$ cat src/rtl/drd_pkg.sv
// drd_pkg: shared types and constants for the detection row decoder.
// No dependencies; imported by the top level, the rounding stage and the checker.
package drd_pkg;

    // fixed widths of the result fields
    localparam int COORD_W = 16;
    localparam int LABEL_W = 7;

    // configuration register widths
    localparam int NCLS_W  = 8;
    localparam int THR_W   = 15;
    localparam int FRAME_W = 14;

    // APB port
    localparam int APB_ADDR_W = 4;
    localparam int APB_DATA_W = 32;

    // register reset values
    localparam logic [NCLS_W-1:0]  NCLS_RST  = 8'd80;
    localparam logic [THR_W-1:0]   THR_RST   = 15'd8192;
    localparam logic [FRAME_W-1:0] FRAME_RST = 14'd640;

    // register index, taken from paddr[3:2]
    typedef enum logic [1:0] {
        REG_NUM_CLASSES     = 2'd0,
        REG_SCORE_THRESHOLD = 2'd1,
        REG_FRAME_WIDTH     = 2'd2,
        REG_FRAME_HEIGHT    = 2'd3
    } t_reg_idx;

endpackage

$ cat src/rtl/drd_round_sat.sv
// drd_round_sat: scaled corner product to pixel coordinate.
// Round half to even, then saturate to COORD_W bits. Uses drd_pkg.
module drd_round_sat #(
    parameter int VALUE_BITS = 16
) (
    input  logic signed [VALUE_BITS+16:0]     i_prod,
    output logic signed [drd_pkg::COORD_W-1:0] o_coord
);
    import drd_pkg::*;

    localparam int PW = VALUE_BITS + 17;   // product width
    localparam int SH = VALUE_BITS - 1;    // fraction bits plus the halving
    localparam int QW = PW - SH;           // integer part width
    localparam int RW = QW + 1;            // room for the round-up carry

    localparam logic signed [RW-1:0] SAT_HI = RW'((1 << (COORD_W - 1)) - 1);
    localparam logic signed [RW-1:0] SAT_LO = -SAT_HI - RW'(1);

    logic signed [QW-1:0] q;
    logic                 guard;
    logic                 sticky;
    logic                 rnd_up;
    logic signed [RW-1:0] q_rnd;

    assign q      = i_prod[PW-1:SH];
    assign guard  = i_prod[SH-1];
    assign sticky = |i_prod[SH-2:0];
    assign rnd_up = guard & (sticky | q[0]);
    assign q_rnd  = {q[QW-1], q} + RW'(rnd_up);

    always_comb begin
        if (q_rnd > SAT_HI) begin
            o_coord = SAT_HI[COORD_W-1:0];
        end else if (q_rnd < SAT_LO) begin
            o_coord = SAT_LO[COORD_W-1:0];
        end else begin
            o_coord = q_rnd[COORD_W-1:0];
        end
    end

endmodule

$ cat src/rtl/detection_row_decode_top.sv
// detection_row_decode_top: streamed detector row decode (box + class argmax).
// Depends on drd_pkg and drd_round_sat.
//
//  channel  | direction | handshake               | payload
//  ---------+-----------+-------------------------+----------------------------------------
//  in       | request   | i_in_valid / o_in_stall | i_tensor_value, i_row_restart
//  out      | result    | o_out_valid / i_out_stall | o_class_label, o_best_score, corners
//  config   | APB       | psel / penable / pready | paddr, pwdata, prdata
//
// One tensor value is taken every cycle unless o_in_stall is high. The argmax compare and row
// position update sit between the input register and the state registers.
// After its last score is accepted, a detection passes through the input
// register, a corner-sum stage, a product stage (four 18x15
// multipliers at default width), then rounding into the output register.
// Each stage refills whenever it is empty, so the input only stalls once a
// held result has backed up through every stage. Reset is synchronous and
// clears control and register state; the row restarts at position zero.
module detection_row_decode_top #(
    parameter int MAX_CLASSES = 128,
    parameter int VALUE_BITS  = 16
) (
    input  logic                                  i_clk,
    input  logic                                  i_rst_n,

    // input requests
    input  logic                                  i_in_valid,
    output logic                                  o_in_stall,
    input  logic signed [VALUE_BITS-1:0]          i_tensor_value,
    input  logic                                  i_row_restart,

    // results
    output logic                                  o_out_valid,
    input  logic                                  i_out_stall,
    output logic [drd_pkg::LABEL_W-1:0]           o_class_label,
    output logic signed [VALUE_BITS-1:0]          o_best_score,
    output logic signed [drd_pkg::COORD_W-1:0]    o_left_x,
    output logic signed [drd_pkg::COORD_W-1:0]    o_top_y,
    output logic signed [drd_pkg::COORD_W-1:0]    o_right_x,
    output logic signed [drd_pkg::COORD_W-1:0]    o_bottom_y,

    // configuration
    input  logic                                  psel,
    input  logic                                  penable,
    input  logic                                  pwrite,
    input  logic [drd_pkg::APB_ADDR_W-1:0]        paddr,
    input  logic [drd_pkg::APB_DATA_W-1:0]        pwdata,
    output logic [drd_pkg::APB_DATA_W-1:0]        prdata,
    output logic                                  pready
);
    import drd_pkg::*;

    localparam int POS_W = $clog2(MAX_CLASSES + 4);
    localparam int CW    = ((POS_W > NCLS_W) ? POS_W : NCLS_W) + 1;
    localparam int NW    = VALUE_BITS + 2;          // 2*centre +/- size
    localparam int PW    = VALUE_BITS + 17;         // sum times frame size
    localparam int SCW   = VALUE_BITS + THR_W + 1;  // score vs threshold

    // ------------------------------------------------------------------
    // configuration registers
    // ------------------------------------------------------------------
    logic [NCLS_W-1:0]  r_num_classes;
    logic [THR_W-1:0]   r_score_threshold;
    logic [FRAME_W-1:0] r_frame_width;
    logic [FRAME_W-1:0] r_frame_height;
    t_reg_idx           reg_idx;
    logic               cfg_wr;

    assign pready  = 1'b1;
    assign reg_idx = t_reg_idx'(paddr[3:2]);
    assign cfg_wr  = psel & penable & pwrite;

    always_ff @(posedge i_clk) begin
        if (!i_rst_n) begin
            r_num_classes     <= NCLS_RST;
            r_score_threshold <= THR_RST;
            r_frame_width     <= FRAME_RST;
            r_frame_height    <= FRAME_RST;
        end else if (cfg_wr) begin
            case (reg_idx)
                REG_NUM_CLASSES:     r_num_classes     <= pwdata[NCLS_W-1:0];
                REG_SCORE_THRESHOLD: r_score_threshold <= pwdata[THR_W-1:0];
                REG_FRAME_WIDTH:     r_frame_width     <= pwdata[FRAME_W-1:0];
                REG_FRAME_HEIGHT:    r_frame_height    <= pwdata[FRAME_W-1:0];
                default: ;
            endcase
        end
    end

    always_comb begin
        case (reg_idx)
            REG_NUM_CLASSES:     prdata = APB_DATA_W'(r_num_classes);
            REG_SCORE_THRESHOLD: prdata = APB_DATA_W'(r_score_threshold);
            REG_FRAME_WIDTH:     prdata = APB_DATA_W'(r_frame_width);
            REG_FRAME_HEIGHT:    prdata = APB_DATA_W'(r_frame_height);
            default:             prdata = '0;
        endcase
    end

    // ------------------------------------------------------------------
    // stage ready chain (each stage refills when empty)
    // ------------------------------------------------------------------
    logic r_a_valid, r_b_valid, r_c_valid, r_d_valid;
    logic a_emit, a_drain, a_fire, in_ready;
    logic b_ready, c_ready, d_ready;

    assign d_ready  = !r_d_valid || !i_out_stall;
    assign c_ready  = !r_c_valid || d_ready;
    assign b_ready  = !r_b_valid || c_ready;
    assign a_drain  = !a_emit || b_ready;
    assign a_fire   = r_a_valid && a_drain;
    assign in_ready = !r_a_valid || a_drain;

    assign o_in_stall  = !in_ready;
    assign o_out_valid = r_d_valid;

    // ------------------------------------------------------------------
    // input register
    // ------------------------------------------------------------------
    logic signed [VALUE_BITS-1:0] r_a_value;
    logic                         r_a_restart;

    always_ff @(posedge i_clk) begin
        if (!i_rst_n) begin
            r_a_valid <= 1'b0;
        end else if (in_ready) begin
            r_a_valid <= i_in_valid;
        end
    end

    always_ff @(posedge i_clk) begin
        if (in_ready && i_in_valid) begin
            r_a_value   <= i_tensor_value;
            r_a_restart <= i_row_restart;
        end
    end

    // ------------------------------------------------------------------
    // row position, box store and running argmax
    // ------------------------------------------------------------------
    logic [POS_W-1:0]             r_pos;
    logic signed [VALUE_BITS-1:0] r_box [4];
    logic signed [VALUE_BITS-1:0] r_best;
    logic [LABEL_W-1:0]           r_label;

    logic [POS_W-1:0]             pos;
    logic [CW-1:0]                pos_ext, nc_ext, nc_lim;
    logic                         is_box, is_last, take;
    logic [POS_W-1:0]             idx;
    logic [POS_W+LABEL_W-1:0]     idx_w;
    logic signed [VALUE_BITS-1:0] n_best;
    logic [LABEL_W-1:0]           n_label;
    logic signed [SCW-1:0]        best_ext, thr_ext;

    assign pos     = r_a_restart ? '0 : r_pos;
    assign pos_ext = CW'(pos);
    assign nc_ext  = CW'(r_num_classes);

    // zero count acts as one, an oversized count as the maximum
    always_comb begin
        if (nc_ext == '0) begin
            nc_lim = CW'(1);
        end else if (nc_ext > CW'(MAX_CLASSES)) begin
            nc_lim = CW'(MAX_CLASSES);
        end else begin
            nc_lim = nc_ext;
        end
    end

    assign is_box  = pos_ext < CW'(4);
    // anything at or past the last score closes the row
    assign is_last = pos_ext >= (nc_lim + CW'(3));
    assign idx     = pos - POS_W'(4);
    assign idx_w   = {{LABEL_W{1'b0}}, idx};
    assign take    = (idx == '0) || (r_a_value > r_best);   // first maximum wins ties
    assign n_best  = take ? r_a_value : r_best;
    assign n_label = take ? idx_w[LABEL_W-1:0] : r_label;

    assign best_ext = SCW'(n_best);
    assign thr_ext  = $signed({{(SCW-THR_W){1'b0}}, r_score_threshold});
    assign a_emit   = !is_box && is_last && (best_ext >= thr_ext);

    always_ff @(posedge i_clk) begin
        if (!i_rst_n) begin
            r_pos <= '0;
        end else if (a_fire) begin
            r_pos <= (is_box || !is_last) ? pos + POS_W'(1) : '0;
        end
    end

    always_ff @(posedge i_clk) begin
        if (a_fire) begin
            if (is_box) begin
                r_box[pos[1:0]] <= r_a_value;
            end else begin
                r_best  <= n_best;
                r_label <= n_label;
            end
        end
    end

    // ------------------------------------------------------------------
    // stage B: corner sums 2*centre -/+ size
    // ------------------------------------------------------------------
    logic signed [NW-1:0] cx2, cy2, w_ext, h_ext;
    logic signed [NW-1:0] r_b_x1, r_b_x2, r_b_y1, r_b_y2;
    logic signed [VALUE_BITS-1:0] r_b_score;
    logic [LABEL_W-1:0]           r_b_label;

    assign cx2   = {r_box[0][VALUE_BITS-1], r_box[0], 1'b0};
    assign cy2   = {r_box[1][VALUE_BITS-1], r_box[1], 1'b0};
    assign w_ext = NW'(r_box[2]);
    assign h_ext = NW'(r_box[3]);

    always_ff @(posedge i_clk) begin
        if (!i_rst_n) begin
            r_b_valid <= 1'b0;
        end else if (b_ready) begin
            r_b_valid <= a_fire && a_emit;
        end
    end

    always_ff @(posedge i_clk) begin
        if (b_ready && a_fire && a_emit) begin
            r_b_x1    <= cx2 - w_ext;
            r_b_x2    <= cx2 + w_ext;
            r_b_y1    <= cy2 - h_ext;
            r_b_y2    <= cy2 + h_ext;
            r_b_score <= n_best;
            r_b_label <= n_label;
        end
    end

    // ------------------------------------------------------------------
    // stage C: scale by frame size
    // ------------------------------------------------------------------
    logic signed [FRAME_W:0]      fw_s, fh_s;
    logic signed [PW-1:0]         r_c_x1, r_c_x2, r_c_y1, r_c_y2;
    logic signed [VALUE_BITS-1:0] r_c_score;
    logic [LABEL_W-1:0]           r_c_label;

    assign fw_s = $signed({1'b0, r_frame_width});
    assign fh_s = $signed({1'b0, r_frame_height});

    always_ff @(posedge i_clk) begin
        if (!i_rst_n) begin
            r_c_valid <= 1'b0;
        end else if (c_ready) begin
            r_c_valid <= r_b_valid;
        end
    end

    always_ff @(posedge i_clk) begin
        if (c_ready && r_b_valid) begin
            r_c_x1    <= PW'(r_b_x1) * PW'(fw_s);
            r_c_x2    <= PW'(r_b_x2) * PW'(fw_s);
            r_c_y1    <= PW'(r_b_y1) * PW'(fh_s);
            r_c_y2    <= PW'(r_b_y2) * PW'(fh_s);
            r_c_score <= r_b_score;
            r_c_label <= r_b_label;
        end
    end

    // ------------------------------------------------------------------
    // stage D: round, saturate, order corners into the output register
    // ------------------------------------------------------------------
    logic signed [COORD_W-1:0] x1, x2, y1, y2;

    drd_round_sat #(.VALUE_BITS(VALUE_BITS)) u_rs_x1 (.i_prod(r_c_x1), .o_coord(x1));
    drd_round_sat #(.VALUE_BITS(VALUE_BITS)) u_rs_x2 (.i_prod(r_c_x2), .o_coord(x2));
    drd_round_sat #(.VALUE_BITS(VALUE_BITS)) u_rs_y1 (.i_prod(r_c_y1), .o_coord(y1));
    drd_round_sat #(.VALUE_BITS(VALUE_BITS)) u_rs_y2 (.i_prod(r_c_y2), .o_coord(y2));

    always_ff @(posedge i_clk) begin
        if (!i_rst_n) begin
            r_d_valid <= 1'b0;
        end else if (d_ready) begin
            r_d_valid <= r_c_valid;
        end
    end

    // negative sizes swap the corners back into order
    always_ff @(posedge i_clk) begin
        if (d_ready && r_c_valid) begin
            o_class_label <= r_c_label;
            o_best_score  <= r_c_score;
            o_left_x      <= (x1 < x2) ? x1 : x2;
            o_right_x     <= (x1 < x2) ? x2 : x1;
            o_top_y       <= (y1 < y2) ? y1 : y2;
            o_bottom_y    <= (y1 < y2) ? y2 : y1;
        end
    end

endmodule

$ cat config.mk
export PLATFORM = sky130hd
export DESIGN_NAME = detection_row_decode_top
export DESIGN_NICKNAME = d
export VERILOG_FILES = /design/src/rtl/drd_pkg.sv /design/src/rtl/drd_round_sat.sv /design/src/rtl/detection_row_decode_top.sv
export SDC_FILE = /design/constraint.sdc
export NUM_CORES = 2
export LEC_CHECK = 0
export BUFFER_PORTS_ARGS = -buffer_cell sky130_fd_sc_hd__clkbuf_2
export CORE_MARGIN = 4
export CORE_UTILIZATION = 55
export DETAILED_ROUTE_END_ITERATION = 16
export GPL_TIMING_DRIVEN = 0
export PLACE_DENSITY = 0.8
export SLEW_MARGIN = 10
export SYNTH_ARGS = -nofsm -noshare
export SYNTH_HDL_FRONTEND = slang
export SYNTH_HIERARCHICAL = 1
export SYNTH_SLANG_ARGS = --single-unit
$ cat constraint.sdc
create_clock -name i_clk -period 8.6 [get_ports i_clk]
set_input_delay 0.43 -clock i_clk [delete_from_list [all_inputs] [get_ports i_clk]]
set_output_delay 0.43 -clock i_clk [all_outputs]
set_load 0.005 [all_outputs]
* After elaboration in Yosys (flattened, before gate mapping)
Memories as Yosys holds them, arrays and structs flattened. Cells that the tools add are included.
Cells by class: add/subtract/negate cells 11, multipliers 4, $lt $le $gt $ge 15, equality and inequality tests 3, mux-type cells 22, bitwise operators 11, reductions and logical operators 37
Operator list (count):
- $mux 16 | 13
- $mul 18x15->33 | 4
- $pmux 32 s4 | 1
- $add 18x2->19 | 4
- $gt 19x16->1 const B | 4
- $lt 19x16->1 const B | 4
- $reduce_or 14->1 | 4
- $add 17x16->18 | 2
- $sub 17x16->18 | 2
- $lt 16x16->1 | 2
- $mux 8 | 4
- $ge 16x16->1 | 1
- $gt 16x16->1 | 1
- $reduce_and 2->1 | 5
- $add 9x2->9 const B | 1
- $ge 8x9->1 | 1
- $logic_and 1x1->1 | 9
- $logic_not 1->1 | 9
- $logic_not 9->1 | 1
- $add 8x1->8 const B | 1
- $gt 8x8->1 const B | 1
- $logic_not 8->1 | 1
- $lt 8x3->1 const B | 1
- $sub 8x3->8 const B | 1
- other kinds (9) | 26
Word-level totals: register bits after elaboration 440, RAM bits 64, word-level logic and storage cells 135, memories 1
Memory list:
- r_box | depth 4, width 16, read ports 4, clocked after memory_dff 0, wr ports 1, RTL line detection_row_decode_top.sv:141 | logic signed [VALUE_BITS-1:0] r_box [4];

* Depth between registers and ports, before layout
depth after elaboration 12, depth in mapped cells 26, gate-level depth less buffers 24

* Hierarchy
Netlist, hierarchy kept.
By module, submodules not included:
- detection_row_decode_top | times used 1, cells each 5669, area each 58882.7 µm², seq. area each 14383.8 µm²
- drd_round_sat | times used 4, cells each 86, area each 596.8 µm², seq. area each 0.0 µm²

* Worst setup path after synthesis
Ideal clock, no wire load.
path type flip-flop to flip-flop, start point reg r_a_restart, end point reg r_b_label[0] (enable), arrival 7.602 ns, required time 8.054 ns, slack 0.452 ns, stages on the path, launching flop included 20, path buffers 2, cell sequence edfxtp_1 > clkbuf_1 > nand2b_1 > ha_1 > nand3_1 > o21ai_0 > a21oi_1 > or4_1 > nand2_1 > clkbuf_1 > o21ai_0 > ha_1 > a21o_1 > a21oi_1 > o31a_1 > o21ai_0 > nand2_1 > a211oi_1 > o2111ai_1 > nor2_1
On the way: cells in the longest elaborated chain, start to end 12, elaborated cells between the ends (all ways) 16
Ends and longest elaborated chain:
- start, declared | RTL line detection_row_decode_top.sv:120 | logic r_a_restart;
- start signal, assigned | RTL line detection_row_decode_top.sv:133 | r_a_restart <= i_row_restart;
- $mux 8 * | RTL line detection_row_decode_top.sv:154 | assign pos = r_a_restart ? '0 : r_pos;
- $sub 8x3->8 * | RTL line detection_row_decode_top.sv:172 | assign idx = pos - POS_W'(4);
- $logic_not 8->1 * | RTL line detection_row_decode_top.sv:174 | assign take = (idx == '0) || (r_a_value > r_best);
- $logic_or 1x1->1 * | RTL line detection_row_decode_top.sv:174
- $mux 16 * | RTL line detection_row_decode_top.sv:175 | assign n_best = take ? r_a_value : r_best;
- net n_best[1] | RTL line detection_row_decode_top.sv:150 | logic signed [VALUE_BITS-1:0] n_best;
- $ge 16x16->1 * | RTL line detection_row_decode_top.sv:180 | assign a_emit = !is_box && is_last && (best_ext >= thr_ext);
- $logic_and 1x1->1 * | RTL line detection_row_decode_top.sv:180
- $logic_not 1->1 | RTL line detection_row_decode_top.sv:109 | assign a_drain = !a_emit || b_ready;
- $logic_or 1x1->1 | RTL line detection_row_decode_top.sv:109
- $logic_and 1x1->1 | RTL line detection_row_decode_top.sv:110 | assign a_fire = r_a_valid && a_drain;
- $logic_and 1x1->1 | RTL line detection_row_decode_top.sv:223 | if (b_ready && a_fire && a_emit) begin
- $logic_and 1x1->1 * | RTL line detection_row_decode_top.sv:223
- end signal, assigned | RTL line detection_row_decode_top.sv:229 | r_b_label <= n_label;
- end, declared | RTL line detection_row_decode_top.sv:207 | logic [LABEL_W-1:0] r_b_label;
The timed path passes the listed nets; every way through them passes the cells marked *. A chain may end at the register's enable or synchronous reset.

* Worst setup path in the final report
start point reg r_frame_width[0], end point reg r_c_x1[32] (data pin)
On the way: cells in the longest elaborated chain, start to end 1
Ends and longest elaborated chain:
- start, declared | RTL line detection_row_decode_top.sv:63 | logic [FRAME_W-1:0] r_frame_width;
- start signal, assigned | RTL line detection_row_decode_top.sv:82 | REG_FRAME_WIDTH: r_frame_width <= pwdata[FRAME_W-1:0];
- $mul 18x15->33 | RTL line detection_row_decode_top.sv:254 | r_c_x1 <= PW'(r_b_x1) * PW'(fw_s);
- end signal, assigned | RTL line detection_row_decode_top.sv:254
- end, declared | RTL line detection_row_decode_top.sv:237 | logic signed [PW-1:0] r_c_x1, r_c_x2, r_c_y1, r_c_y2;
No other way between the ends.

==> results_dict.tcl <==
set metrics [dict create \
    status "finished clean" \
    fin_util 0.600 \
    yosysWarnings 6 \
    die_h_um 342 \
    ctsRootBufferMaster "clkbuf_16" \
    place_hpwl_um 129000 \
    die-area_mm2 0.117 \
    synth_top_area_frac 0.318 \
    synthCells 6013 \
    worst_ep_required_time_ns 9.03 \
    crit_fanout 10 \
    pre_cts_slack_ns 0.508 \
    area_delta_synth_final_pct 8.35 \
    wl_um 159000 \
    clock_latency_ns 0.69 \
    seq_area_frac_synth 0.235 \
    antenna_found_initial 13 \
    synth_area_per_cell_um2 10.2 \
    wl_per_cell_um 20.4 \
    synth_top_area_cell "fa_1" \
    ys_ff_latch 500 \
    final.setup.tns_ns 0 \
    syn-cell-area_mm2 0.0613 \
    cts_max_level 2 \
    min_path_type "in2reg" \
    clk_path_buf_depth 3 \
    drv_cap 0 \
    async_reset_ff_frac 0 \
    reg2regPathDepth 23 \
    worst_slew_margin_rel 0.166 \
    hold_slack_ns 0.0571 \
    rows 122 \
    layout-drive-gt1-share 0.0657 \
    end_kind "register" \
    initial_core_util 0.554 \
    grt_pass1_vias 45600 \
    post_cts_buffers 0 \
    r2r-start "r_frame_width[0]" \
    instances_no_fill 7806 \
    cts_made_buffers 58 \
    setup_viol_count_final 0 \
    synth_top_flop_cell "edfxtp_1" \
    ant_nets 0 \
    fmax_mhz 122 \
    synth_enable_flop_cells 437 \
    finalHoldViolCount 0 \
    coreArea_mm2 0.111 \
    p_per_area_mw_per_mm2 100 \
    drtIter0Drc 3809 \
    drtPass1Iterations 6 \
    drc 0 \
    slew_viol_final 0 \
    io_pins 182 \
    synthTopCellsByArea "fa_1 (32%), edfxtp_1 (21%), ha_1 (9.4%), inv_1 (7.2%), and2_1 (5.7%)" \
    critPathArrivalTime_ns 8.66 \
    start_kind "register" \
    gr-total-overflow 0 \
    cts_tree "yes" \
    hold_end "r_score_threshold[8]" \
    grt_pass1_wl_um 251000 \
    place.gp.congestion 0.965 \
    worst_slack_ns 0.375 \
    cts_sinks 500 \
    ys_types 84 \
    clk_pin_slew_ns 0.06 \
    crit_type "reg2reg" \
    rrSetupSlack_ns 0.37 \
    grt_max_degree 34 \
    irDropWorstVdd_uv 192 \
    grtUsageTotal 0.277 \
    clock_skew_ns 0.0440 \
    die_x_um 342 \
    fin_crit_sh 0.956 \
    fin_nets 7757 \
    p_leak_nw 31.1 \
    reg2reg_to "r_c_x1[32]" \
    vias 43700 \
    hold_path_depth 3 \
    port_buffers 142 \
    viasPerCell 5.59 \
    hold_start "pwdata[8]" \
    rsz0062_at_grt "no" \
    post-place-cells 7673 \
    min_period_ns 8.23 \
    worstMarginPinSlew_ns 1.24 \
]
## layer usage
layer | GRT usage | wire length (um)
met1 | 0.369 | 62800
met2 | 0.429 | 71400
met3 | 0.0721 | 17000
met4 | 0.123 | 7950
met5 | 0 | 16
## registers in the layout, indices dropped and copies added (netlist names), 14 cells and up
name               cells
r_box                 64
r_c_x1                33
r_c_y1                33
r_c_x2                32
r_c_y2                32
r_b_x1                18
r_b_y1                18
r_b_x2                17
r_b_y2                17
o_best_score          16
o_bottom_y            16
o_left_x              16
o_right_x             16
o_top_y               16
r_a_value             16
r_b_score             16
r_best                16
r_c_score             16
r_score_threshold     15
r_frame_height        14
r_frame_width         14
## metrics by stage
stage	total power [W]	area (um^2)
CTS	0.00668	66400
floorplan	0.00381	61300
detailed placement	0.00415	64200
global route	0.00697	66400
finish	0.00665	66400
global placement	0.00410	63900
## power by group
part           total [W]  internal [W]  switching, W  leakage [nW]
registers        0.00272       0.00269     0.0000264          4.44
clock network    0.00253       0.00143       0.00110         0.959
logic            0.00140      0.000593      0.000807          25.7
## worst max-delay path by stage
stage | from | end | slack (ns) | cells past startpoint
final | r_frame_width[0] | r_c_x1[32] | 0.37 | 23
after global routing | r_frame_width[0] | r_c_x1[32] | 0.05 | 23
after CTS | r_frame_width[0] | r_c_x1[32] | 0.49 | 23
after detailed placement | r_frame_width[0] | r_c_x1[32] | 0.51 | 23
after global placement | i_out_stall | r_c_y2[32] | -3.44 | 3
after floorplan | r_a_restart | r_b_label[0] | 0.45 | 19
## cell usage in the layout, fill, tap and decap left out, types with 68 or more instances in the layout
cell type	instances
inv_1	1180
fa_1	972
nand2_1	619
and2_1	563
ha_1	461
edfxtp_1	437
clkbuf_1	229
xnor2_1	183
a21oi_1	177
clkbuf_2	142
nor2_1	141
o21ai_0	95
a21o_1	79
mux2_2	76
xor2_1	68
## worst max-delay path, stage by stage, from the launching register on
cell	delay, ns
dfxtp_1	0.30
clkbuf_1	0.62
buf_1	0.76
nand2_1	0.29
fa_1	0.56
fa_1	0.60
inv_1	0.07
fa_1	0.48
fa_1	0.50
fa_1	0.49
inv_1	0.05
fa_1	0.47
inv_1	0.04
ha_1	0.34
a21o_1	0.20
a311oi_1	0.35
a21oi_1	0.17
a2111oi_0	0.39
a2bb2oi_1	0.28
a21oi_1	0.16
and4_4	0.23
a2111oi_4	0.39
a21oi_2	0.10
xnor2_1	0.14
## layout make-up
type | instances | area, um^2
Buffer | 257 | 1070
Fill cell | 8947 | 44300
Clock buffer | 67 | 1520
Timing Repair Buffer | 175 | 1200
Inverter | 1180 | 4430
Multi-Input combinational cell | 4092 | 41500
Sequential cell | 500 | 14400
Clock inverter | 42 | 430
Antenna cell | 5 | 12.5
Tap cell | 1488 | 1860
## repair_timing
item                       4_1_cts  5_1_grt
hold endpoints to repair        19        0
setup endpoints to repair        0        1
gates resized for setup          0        1
hold buffers                    19        0
## cell families after synthesis
logic type | Yosys count | synth area share
AND/OR/NAND/NOR | 1648 | 0.138
buffers and inverters | 1437 | 0.0897
adder cells (fa/ha/maj) | 1433 | 0.412
AO/OA/AOI/OAI | 642 | 0.0696
flip-flops | 500 | 0.235
XOR/XNOR | 251 | 0.0359
multiplexers | 100 | 0.0198
other | 2 | 0.000123
## cell usage after synthesis (all sizes together), types with 29 or more instances
| master | instances |
|---|---|
| a21boi | 53 |
| a21o | 80 |
| a21oi | 184 |
| and2 | 565 |
| and3 | 40 |
| buf | 34 |
| clkbuf | 223 |
| dfxtp | 63 |
| edfxtp | 437 |
| fa | 972 |
| ha | 461 |
| inv | 1180 |
| mux2 | 80 |
| nand2 | 619 |
| nand2b | 33 |
| nand3 | 57 |
| nand4 | 37 |
| nor2 | 143 |
| nor2b | 40 |
| nor3 | 33 |
| o21a | 42 |
| o21ai | 119 |
| o21bai | 29 |
| xnor2 | 183 |
| xor2 | 68 |
Power figures use the tool's default switching activity.
